==> src/sv/wrpk_pkg.sv <==
// wrpk_pkg: shared types, codes and widths of the weighted random entry picker
package wrpk_pkg;

   // field widths fixed by the request and response formats
   localparam int unsigned ID_W      = 31;
   localparam int unsigned WT_W      = 16;
   localparam int unsigned SLOT_W    = 6;
   localparam int unsigned FRAC_W    = 16;
   localparam int unsigned WT_MAX    = 65535;
   localparam int unsigned DEF_DEPTH = 64;

   // request modes
   typedef enum logic [1:0] {
      MODE_ADD    = 2'd0,
      MODE_REMOVE = 2'd1,
      MODE_PICK   = 2'd2,
      MODE_NOP    = 2'd3
   } mode_type;

   // response status codes
   typedef enum logic [1:0] {
      STAT_OK    = 2'd0,
      STAT_RANGE = 2'd1,
      STAT_FULL  = 2'd2,
      STAT_ZERO  = 2'd3
   } status_type;

   // sequencer states
   typedef enum logic [1:0] {
      ST_IDLE   = 2'd0,
      ST_REMOVE = 2'd1,
      ST_WALK   = 2'd2
   } state_type;

   typedef struct packed {
      logic [1:0]        mode;
      logic [ID_W-1:0]   entry_id;
      logic [WT_W-1:0]   entry_weight;
      logic [SLOT_W-1:0] slot;
      logic [FRAC_W-1:0] random_fraction;
   } req_type;

   typedef struct packed {
      logic [1:0]        status;
      logic [SLOT_W-1:0] result_slot;
      logic [ID_W-1:0]   result_id;
   } rsp_type;

   // write enables from the sequencer to the entry table
   typedef struct packed {
      logic id_we;
      logic wt_we;
   } tbl_wr_type;

endpackage

==> src/sv/wrpk_table.sv <==
// wrpk_table: entry id and weight memories, one write and one registered read each
module wrpk_table #(
   parameter int unsigned DEPTH = wrpk_pkg::DEF_DEPTH,
   localparam int unsigned AW = $clog2(DEPTH)
) (
   input  logic                    clock,
   input  wrpk_pkg::tbl_wr_type    wr,
   input  logic [AW-1:0]           wr_addr,
   input  logic [wrpk_pkg::ID_W-1:0] wr_id,
   input  logic [wrpk_pkg::WT_W-1:0] wr_wt,
   input  logic [AW-1:0]           rd_addr,
   output logic [wrpk_pkg::ID_W-1:0] rd_id,
   output logic [wrpk_pkg::WT_W-1:0] rd_wt
);
   import wrpk_pkg::*;

   logic [ID_W-1:0] id_mem [DEPTH];
   logic [WT_W-1:0] wt_mem [DEPTH];
   logic [ID_W-1:0] rd_id_ff;
   logic [WT_W-1:0] rd_wt_ff;

   // id memory
   always_ff @(posedge clock) begin
      if (wr.id_we) begin
         id_mem[wr_addr] <= wr_id;
      end
      rd_id_ff <= id_mem[rd_addr];
   end

   // weight memory
   always_ff @(posedge clock) begin
      if (wr.wt_we) begin
         wt_mem[wr_addr] <= wr_wt;
      end
      rd_wt_ff <= wt_mem[rd_addr];
   end

   assign rd_id = rd_id_ff;
   assign rd_wt = rd_wt_ff;

endmodule

==> src/sv/weighted_random_entry_picker.sv <==
// weighted_random_entry_picker: roulette-wheel table with add, remove and weighted pick
//
//   channel   | ports                      | handshake
//   ----------+----------------------------+------------------------------------
//   request   | start, busy, req_item      | taken when start high and busy low
//   response  | rsp_strobe, rsp_item       | one cycle, marked by rsp_strobe
//
// add, no-op and every rejected request finish in the cycle they are accepted;
// remove does a weight memory read, then write back and total update in
// ST_REMOVE; a pick walks from slot 0 up to the slot it lands on, reading
// one weight per cycle from the weight memory port.
// the response appears in the cycle after the request finishes; busy is low then.
// reset clears the entry count, weight total and sequencer; no clearing pass.
// the receiver cannot stall, so nothing holds the response back.
module weighted_random_entry_picker #(
   parameter int unsigned TABLE_DEPTH = wrpk_pkg::DEF_DEPTH
) (
   input  logic              clock,
   input  logic              reset,
   input  logic              start,
   input  wrpk_pkg::req_type req_item,
   output logic              busy,
   output logic              rsp_strobe,
   output wrpk_pkg::rsp_type rsp_item
);
   import wrpk_pkg::*;

   localparam int unsigned AW = $clog2(TABLE_DEPTH);
   localparam int unsigned CW = $clog2(TABLE_DEPTH + 1);
   localparam int unsigned TW = $clog2(TABLE_DEPTH * WT_MAX + 1);
   localparam int unsigned PW = FRAC_W + TW;
   localparam int unsigned XW = (CW > SLOT_W) ? CW : SLOT_W;

   state_type        state_ff, state_in;
   logic [CW-1:0]    count_ff, count_in;
   logic [TW-1:0]    total_ff, total_in;
   logic [TW-1:0]    target_ff, target_in;
   logic [TW-1:0]    cum_ff, cum_in;
   logic [AW-1:0]    cur_idx_ff, cur_idx_in;
   logic             rsp_strobe_ff, rsp_strobe_in;
   rsp_type          rsp_ff, rsp_in;

   tbl_wr_type       tbl_wr;
   logic [AW-1:0]    wr_addr;
   logic [WT_W-1:0]  wr_wt;
   logic [AW-1:0]    rd_addr;
   logic [ID_W-1:0]  rd_id;
   logic [WT_W-1:0]  rd_wt;

   logic             accept;
   logic             in_range;
   logic [AW-1:0]    slot_addr;
   logic [PW-1:0]    product;
   logic [TW-1:0]    target_c;
   logic [TW-1:0]    cum_sum;
   logic [CW-1:0]    idx_next;
   logic             at_end;

   wrpk_table #(.DEPTH(TABLE_DEPTH)) u_table (
      .clock   (clock),
      .wr      (tbl_wr),
      .wr_addr (wr_addr),
      .wr_id   (req_item.entry_id),
      .wr_wt   (wr_wt),
      .rd_addr (rd_addr),
      .rd_id   (rd_id),
      .rd_wt   (rd_wt)
   );

   // handshake and datapath helpers
   assign busy      = (state_ff != ST_IDLE);
   assign accept    = start && !busy;
   assign in_range  = XW'(req_item.slot) < XW'(count_ff);
   assign slot_addr = AW'(req_item.slot);
   assign product   = PW'(req_item.random_fraction) * PW'(total_ff);
   assign target_c  = product[PW-1:FRAC_W];
   assign cum_sum   = cum_ff + TW'(rd_wt);
   assign idx_next  = CW'(cur_idx_ff) + CW'(1);
   assign at_end    = (idx_next == count_ff);

   // sequencer: next state, table access and response
   always_comb begin
      state_in      = state_ff;
      count_in      = count_ff;
      total_in      = total_ff;
      target_in     = target_ff;
      cum_in        = cum_ff;
      cur_idx_in    = cur_idx_ff;
      rsp_strobe_in = 1'b0;
      rsp_in        = '0;
      tbl_wr        = '0;
      wr_addr       = AW'(count_ff);
      wr_wt         = req_item.entry_weight;
      rd_addr       = cur_idx_ff;

      case (state_ff)
         ST_IDLE: begin
            if (accept) begin
               case (req_item.mode)
                  MODE_ADD: begin
                     rsp_strobe_in = 1'b1;
                     if (count_ff == CW'(TABLE_DEPTH)) begin
                        rsp_in.status = STAT_FULL;
                     end else begin
                        tbl_wr.id_we       = 1'b1;
                        tbl_wr.wt_we       = 1'b1;
                        count_in           = count_ff + CW'(1);
                        total_in           = total_ff + TW'(req_item.entry_weight);
                        rsp_in.status      = STAT_OK;
                        rsp_in.result_slot = SLOT_W'(count_ff);
                     end
                  end
                  MODE_REMOVE: begin
                     if (!in_range) begin
                        rsp_strobe_in = 1'b1;
                        rsp_in.status = STAT_RANGE;
                     end else begin
                        rd_addr    = slot_addr;
                        cur_idx_in = slot_addr;
                        state_in   = ST_REMOVE;
                     end
                  end
                  MODE_PICK: begin
                     if (total_ff == '0) begin
                        rsp_strobe_in = 1'b1;
                        rsp_in.status = STAT_ZERO;
                     end else begin
                        rd_addr    = '0;
                        cur_idx_in = '0;
                        cum_in     = '0;
                        target_in  = target_c;
                        state_in   = ST_WALK;
                     end
                  end
                  default: begin
                     rsp_strobe_in = 1'b1;
                     rsp_in.status = STAT_OK;
                  end
               endcase
            end
         end
         ST_REMOVE: begin
            // weight read last cycle: take it off the total and clear it
            tbl_wr.wt_we       = 1'b1;
            wr_addr            = cur_idx_ff;
            wr_wt              = '0;
            total_in           = total_ff - TW'(rd_wt);
            rsp_strobe_in      = 1'b1;
            rsp_in.status      = STAT_OK;
            rsp_in.result_slot = SLOT_W'(cur_idx_ff);
            state_in           = ST_IDLE;
         end
         ST_WALK: begin
            // one cumulative step per cycle, next address issued alongside
            if (cum_sum > target_ff) begin
               rsp_strobe_in      = 1'b1;
               rsp_in.status      = STAT_OK;
               rsp_in.result_slot = SLOT_W'(cur_idx_ff);
               rsp_in.result_id   = rd_id;
               state_in           = ST_IDLE;
            end else if (at_end) begin
               rsp_strobe_in = 1'b1;
               rsp_in.status = STAT_ZERO;
               state_in      = ST_IDLE;
            end else begin
               cum_in     = cum_sum;
               cur_idx_in = AW'(idx_next);
               rd_addr    = AW'(idx_next);
            end
         end
         default: begin
            state_in = ST_IDLE;
         end
      endcase
   end

   // control registers
   always_ff @(posedge clock) begin
      if (reset) begin
         state_ff      <= ST_IDLE;
         count_ff      <= '0;
         total_ff      <= '0;
         rsp_strobe_ff <= 1'b0;
      end else begin
         state_ff      <= state_in;
         count_ff      <= count_in;
         total_ff      <= total_in;
         rsp_strobe_ff <= rsp_strobe_in;
      end
   end

   // payload registers
   always_ff @(posedge clock) begin
      target_ff  <= target_in;
      cum_ff     <= cum_in;
      cur_idx_ff <= cur_idx_in;
      rsp_ff     <= rsp_in;
   end

   assign rsp_strobe = rsp_strobe_ff;
   assign rsp_item   = rsp_ff;

   // entry count stays within the table
   a_count_bound: assert property (@(posedge clock) disable iff (reset)
      count_ff <= CW'(TABLE_DEPTH))
      else $error("entry count beyond table depth");

   // the walk only visits filled slots
   a_walk_idx: assert property (@(posedge clock) disable iff (reset)
      (state_ff == ST_WALK) |-> (CW'(cur_idx_ff) < count_ff))
      else $error("walk index past entry count");

   // the running sum has not yet passed the target while walking
   a_walk_cum: assert property (@(posedge clock) disable iff (reset)
      (state_ff == ST_WALK) |-> (cum_ff <= target_ff))
      else $error("cumulative weight passed target without a hit");

   // a response always comes with the sequencer back at rest
   a_rsp_idle: assert property (@(posedge clock) disable iff (reset)
      rsp_strobe |-> !busy)
      else $error("response while still busy");

   // add answers with a response in the cycle after it is accepted
   a_add_one: assert property (@(posedge clock) disable iff (reset)
      (accept && (req_item.mode == MODE_ADD)) |=> rsp_strobe)
      else $error("add request without response");

endmodule
==> config.mk <==
export PLATFORM = sky130hd
export DESIGN_NAME = weighted_random_entry_picker
export DESIGN_NICKNAME = d
export VERILOG_FILES = /design/src/sv/wrpk_pkg.sv /design/src/sv/wrpk_table.sv /design/src/sv/weighted_random_entry_picker.sv
export SDC_FILE = /design/constraint.sdc
export NUM_CORES = 2
export LEC_CHECK = 0
export BUFFER_PORTS_ARGS = -buffer_cell sky130_fd_sc_hd__clkbuf_2
export CAP_MARGIN = 20
export CORE_MARGIN = 4
export CORE_UTILIZATION = 45
export DETAILED_ROUTE_END_ITERATION = 8
export HOLD_SLACK_MARGIN = 0.05
export PLACE_DENSITY = 0.64
export SLEW_MARGIN = 30
export SYNTH_ARGS = -nofsm -noshare
export SYNTH_HDL_FRONTEND = slang
export SYNTH_HIERARCHICAL = 1
export SYNTH_SLANG_ARGS = --single-unit
==> constraint.sdc <==
create_clock -name clock -period 21.6 [get_ports clock]
set_input_delay 3.24 -clock clock [delete_from_list [all_inputs] [get_ports clock]]
set_output_delay 3.24 -clock clock [all_outputs]
set_load 0.005 [all_outputs]
* Yosys cells after proc, flatten, opt, wreduce, memory -nomap -nowiden *
Memories as Yosys holds them, arrays and structs flattened. A register that Yosys moved wholly into a read port is not among the register bits.
Index checks and enable logic that the tools add are counted.

word-level totals
  RAM bits = 3008
  input bits = 74
  register bits after elaboration = 121
  memories kept = 2
  logic and storage cells = 106

memories
  name            words  width  read ports  clocked after Yosys merged registers in  wr ports  RTL line          source
  u_table.id_mem  64     31     1           1                                        1         wrpk_table.sv:17  logic [ID_W-1:0] id_mem [DEPTH];
  u_table.wt_mem  64     16     1           1                                        1         wrpk_table.sv:18  logic [WT_W-1:0] wt_mem [DEPTH];

cells by class
  reduce and logical (&&, ||, !) cells = 14
  equality and inequality tests = 17
  $mul = 1
  magnitude comparators = 2
  muxes and demuxes = 53
  $add $sub $neg = 5
  bitwise gates (word level) = 2

operators by type and width
  cell                                                            count
  22-bit 2-to-1 mux                                               8
  22-bit case mux with 2 select lines                             2
  6-bit 2-to-1 mux                                                8
  22-bit by 16-bit adder with 22-bit output                       2
  16-bit by 22-bit multiplier with 38-bit output                  1
  37-bit 2-to-1 mux                                               1
  2-bit 2-to-1 mux                                                12
  6-bit case mux with 2 select lines                              2
  8-bit case mux with 3 select lines                              1
  22-bit > comparator                                             1
  22-bit logical NOT                                              1
  22-bit by 16-bit subtractor with 22-bit output                  1
  16-bit 2-to-1 mux                                               1
  4-bit AND reduction                                             3
  1-bit 2-to-1 mux                                                11
  2-bit inequality test (second input constant)                   5
  3-bit inequality test (second input constant)                   3
  8-bit 2-to-1 mux                                                1
  2-bit case mux with 2 select lines                              2
  6-bit by 1-bit adder with 7-bit output (second input constant)  1
  7-bit by 1-bit adder with 7-bit output (second input constant)  1
  7-bit == test                                                   1
  7-bit == test (second input constant)                           1
  6-bit by 7-bit less-than comparator with 1-bit output           1
  other kinds (15)                                                23

* Longest topological paths before layout *
  word-level depth = 7
  mapped depth = 31
  gate-level depth less buffers = 25

* By module *
The synthesis kept the hierarchy.

by module, submodules not included
  module                        area each (um^2)  instances  cells each
  wrpk_table                    115246.8          1          4874
  weighted_random_entry_picker  18579.1           1          2099

* Worst setup path before layout *
Ideal clock, no wire load.

  path kind = input to register
  from = input req_item[1] (netlist bit)
  to = register target_ff[19], data pin
  stages = 22
  setup slack = 12.454 ns
  arrival = 8.874 ns
  path buffers = 1
  path through = clkbuf_1 nand2_1 fa_1 inv_1 fa_1 inv_1 fa_1 inv_1 fa_1 fa_1 inv_1 fa_1 inv_1 ha_1 a211oi_1 a21oi_1 a2111oi_4 a21oi_4 a2111oi_4 o21a_2 mux2i_1 o2111ai_1

between the ends
  word-level cells in the longest chain between the ends = 1

RTL lines
  element                                         RTL line                             source
  start, declared                                 weighted_random_entry_picker.sv:21   input wrpk_pkg::req_type req_item,
  16-bit by 22-bit multiplier with 38-bit output  weighted_random_entry_picker.sv:75   assign product = PW'(req_item.random_fraction) * PW'(total_ff);
  net product[35]                                 weighted_random_entry_picker.sv:53   logic [PW-1:0] product;
  end signal, assigned                            weighted_random_entry_picker.sv:194  target_ff <= target_in;
  end, declared                                   weighted_random_entry_picker.sv:37   logic [TW-1:0] target_ff, target_in;

The timed path passes the listed nets, and every way through them passes these cells.
A chain may end at the register's enable or synchronous reset.

* Worst setup path in the final report *
  from = register cum_ff[0]
  to = register u_table.rd_id_ff[24] (netlist: u_table/rd_id[24]) (read register of u_table.id_mem)

between the ends
  word-level cells in the longest chain between the ends = 4

RTL lines
  element                                    RTL line                             source
  start, declared                            weighted_random_entry_picker.sv:38   logic [TW-1:0] cum_ff, cum_in;
  start signal, assigned                     weighted_random_entry_picker.sv:195  cum_ff <= cum_in;
  22-bit by 16-bit adder with 22-bit output  weighted_random_entry_picker.sv:77   assign cum_sum = cum_ff + TW'(rd_wt);
  net cum_sum[16]                            weighted_random_entry_picker.sv:55   logic [TW-1:0] cum_sum;
  22-bit > comparator                        weighted_random_entry_picker.sv:155  if (cum_sum > target_ff) begin
  6-bit 2-to-1 mux                           -
  6-bit case mux with 2 select lines         weighted_random_entry_picker.sv:96   case (state_ff)
  net cur_idx_in[0]                          weighted_random_entry_picker.sv:39   logic [AW-1:0] cur_idx_ff, cur_idx_in;
  end, declared                              wrpk_table.sv:19                     logic [ID_W-1:0] rd_id_ff;

The timed path passes the listed nets, and every way through them passes these cells.

==> flow_metrics.tcl <==
set metrics [dict create \
    drtIter0Drc 7977 \
    ys_warn_count 6 \
    syn_avg_cell_area_sq_um 19.2 \
    die_area_sq_mm 0.306 \
    tightest_slew_ns 1.06 \
    final_cell_count_no_fill 11500 \
    slew_viol_final 0 \
    clockRootBuffer "clkbuf_16" \
    outcome "finished clean" \
    seq_area_frac_synth_pct 70.3 \
    clk_pin_slew_ns 0.06 \
    min_period_ns 9.73 \
    post_cts_buffers 0 \
    cts_buffer_depth 4 \
    synth-edff-count 3052 \
    hold_viol_final 0 \
    drt-total-wl_um 344000 \
    fillers 23400 \
    worstPathRequired_ns 22.34 \
    cts_max_level 5 \
    ys_async_sr_fraction_pct 0 \
    clock_skew_ns 0.0500 \
    cts_tree "yes" \
    startpoint_type "flip-flop" \
    routed_via_density 6.00 \
    rsz0062_at_grt "no" \
    arrival_ns 10.47 \
    critical_path.most_common_cell "buf_4" \
    wire_per_inst_um 30.0 \
    postRouteAntennaNets 0 \
    hold_end "rsp_item[24]$_SDFF_PN0_" \
    leakagePower_nw 49.1 \
    r2r_setup_slack_ns 11.87 \
    fp.dieW_um 553 \
    clkLatencyLatePin_ns 0.88 \
    hold_depth 1 \
    dieHeight_um 553 \
    yosys_register_bits 3176 \
    overflow 0 \
    synth_area_sq_mm 0.134 \
    fmax_mhz 103 \
    crit-reg2reg-capture "u_table/rd_id[24]$_DFF_P_" \
    post-route-period-util_pct 45.0 \
    endpoint_kind "flip-flop" \
    syn-instance-count 6973 \
    cp_max_fo 51 \
    pin_count 115 \
    routed-via-count 68800 \
    grt_pass1_wl_um 499000 \
    rows 199 \
    cts_hold_buf 0 \
    numCtsBuffers 333 \
    grt_start_max_net_pins 149 \
    r2r_cells 30 \
    nNetsFinal 7818 \
    ys_types 79 \
    setup_viol 0 \
    synth_ff_type "edfxtp_1" \
    critical_path_class "flip-flop to flip-flop" \
    dpl.cell_count 10900 \
    seqCellArea_sq_mm 0.0941 \
    fin_util_pct 51.0 \
    hold_path_startpoint "u_table/rd_id[24]$_DFF_P_" \
    multiInputGateArea_sq_mm 0.0372 \
    cts_resized 0 \
    antenna_found_initial 18 \
    dp.final_hpwl_um 197000 \
    cap_violations 0 \
    peakVddDrop_v 0.0000904 \
    drt_first_pass_iters 6 \
    max-slew-margin-rel_pct 29.1 \
    core_sq_mm 0.295 \
    p_per_area_mw_per_mm2 95.5 \
    syn2layout_area_growth_pct 12.5 \
    hp-class "flip-flop to flip-flop" \
    portBuffers 114 \
    worst_path_largest_cell_delay_ns 0.71 \
    start_util_pct 45.4 \
    cts_sinks 3176 \
    final_layout_size_suffix_gt1_share_pct 23.7 \
    r2r_start "cum_ff[0]$_SDFFCE_PN0P_" \
    synthesis.nets 7505 \
    drcViolationCount 0 \
    gp_congestion 0.832 \
    first_global_vias 70400 \
    grtUsageTotal_pct 22.3 \
    finalSetupTns_ns 0 \
    critPathSlowestCell "buf_4" \
]
-- flip-flops by register name, indices dropped and copies added (netlist names), 2 cells and up --
signal / count
cur_idx_ff: 6
count_ff: 7
u_table/id_mem: 1984
u_table/wt_mem: 1024
u_table/rd_wt: 16
u_table/rd_id: 31
cum_ff: 22
state_ff: 2
target_ff: 22
total_ff: 22
rsp_item: 39
-- synth_stat cells, drive strengths merged, types with 5 or more instances --
library cell  instances  share of area [%]
a31o                  5              0.033
xnor2                56               0.37
and2                189               0.89
mux4                814                 14
a311oi                8              0.052
a21o                 35               0.20
o21a                 12              0.068
nand2b               18              0.084
nand3b               14              0.079
fa                  279                4.2
buf                 164               0.68
o211ai                6              0.037
xor2                 23               0.15
mux2                  7              0.059
dfxtp               124                1.9
o21bai               12              0.070
and3                 41               0.19
a21oi               165               0.63
nand3                28               0.10
or3b                  7              0.046
inv                 385                1.1
ha                  179                1.7
nor2                283               0.80
o2111ai               5              0.033
nand2               325               0.91
a31oi                10              0.047
a41o                  5              0.037
o22ai               133               0.62
or3                  10              0.047
mux2i               113               0.85
nor4                 11              0.051
a22o                  7              0.046
nor3                 27               0.11
a21boi                7              0.039
nand4                15              0.070
o221ai               43               0.28
nor2b                23               0.11
o21ai                54               0.21
a22oi                15              0.084
a211oi               16              0.093
clkbuf              204               0.57
o31ai                 7              0.039
edfxtp             3052                 68
-- cell usage in the layout, fill, tap and decap left out, types with 35 or more instances in the layout --
| cell type | netlist | routed |
|---|---|---|
| ha_1 | 179 | 179 |
| clkbuf_2 | 0 | 102 |
| mux2i_1 | 113 | 113 |
| xnor2_1 | 56 | 56 |
| and2_1 | 188 | 171 |
| a21oi_1 | 163 | 162 |
| clkbuf_1 | 204 | 63 |
| o22ai_1 | 133 | 133 |
| buf_4 | 33 | 220 |
| clkinv_1 | 1 | 64 |
| o21ai_0 | 48 | 47 |
| mux4_2 | 814 | 814 |
| and3_1 | 41 | 41 |
| fa_1 | 279 | 279 |
| a21o_1 | 35 | 35 |
| nand2_1 | 325 | 316 |
| dfxtp_1 | 124 | 121 |
| clkinv_2 | 0 | 62 |
| nor2_1 | 282 | 203 |
| inv_1 | 385 | 384 |
| o221ai_1 | 43 | 43 |
| nor2_4 | 0 | 66 |
| clkbuf_16 | 0 | 339 |
| edfxtp_1 | 3052 | 3052 |
-- worst max path at each step --
stage / end / from / cells past startpoint
2_1_floorplan: target_ff[19]$_DFFE_PP_ / req_item[1] / 22
3_3_place_gp: u_table/rd_id[24]$_DFF_P_ / req_item[17] / 19
3_5_place_dp: u_table/rd_id[1]$_DFF_P_ / req_item[17] / 19
4_1_cts: u_table/rd_id[1]$_DFF_P_ / cum_ff[0]$_SDFFCE_PN0P_ / 30
5_1_grt: u_table/rd_id[24]$_DFF_P_ / cum_ff[0]$_SDFFCE_PN0P_ / 30
6_report: u_table/rd_id[24]$_DFF_P_ / cum_ff[0]$_SDFFCE_PN0P_ / 30
-- per-layer routing --
| metal | track usage, % | wire length, um |
|---|---|---|
| met2 | 36.5 | 169000 |
| met5 | 0 | 43 |
| met1 | 31.2 | 137000 |
| met4 | 5.93 | 8970 |
| met3 | 3.92 | 29700 |
-- report_power, final --
group          switching, W  internal, W  total (W)
clock               0.00233      0.00317    0.00550
sequential        0.0000619      0.00681    0.00688
combinational       0.00113     0.000880    0.00201
-- critical path, delay by kind of cell, from the launching register on --
| kind | cells | cell delay (ns) |
|---|---|---|
| compound gates | 12 | 2.28 |
| flops | 1 | 0.37 |
| xor+xnor | 1 | 0.16 |
| mux | 2 | 1.12 |
| simple gates | 6 | 0.75 |
| buf+inv | 6 | 3.71 |
| fa+ha+maj | 3 | 0.95 |
-- cell families (layout without fill, tap and decap cells) --
kind of cell             Yosys count  in the layout  share of synthesized area (%)
adder cells (fa/ha/maj)          458            458                           5.85
XOR/XNOR                          79             79                          0.517
buffers and inverters            754           1327                           2.34
AO/OA/AOI/OAI                    565            565                           2.78
multiplexers                     934            934                           14.6
AND/OR/NAND/NOR                 1007           1007                           3.58
other                              0              6                              0
flip-flops                      3176           3176                           70.3
-- final cells by class --
class	count	area share, %
antenna	6	0.00997
clock buffer	419	5.94
clock inverter	176	0.972
inverter	386	0.962
multi-input combinational	3043	24.7
sequential	3176	62.5
tap	3919	3.26
timing repair buffer	346	1.64
-- through the flow --
step | total power, W | setup slack (ns) | area [sq um] | hold WS [ns]
after floorplan | 0.00841 | 12.45 | 134000 | 0.429
after global routing | 0.0149 | 11.09 | 151000 | 0.533
after global placement | 0.00901 | 10.79 | 140000 | 0.527
final | 0.0144 | 11.87 | 151000 | 0.525
after CTS | 0.0145 | 11.36 | 151000 | 0.532
after detailed placement | 0.00903 | 10.95 | 140000 | 0.521
No activity file was read; power rests on OpenSTA's default activity.
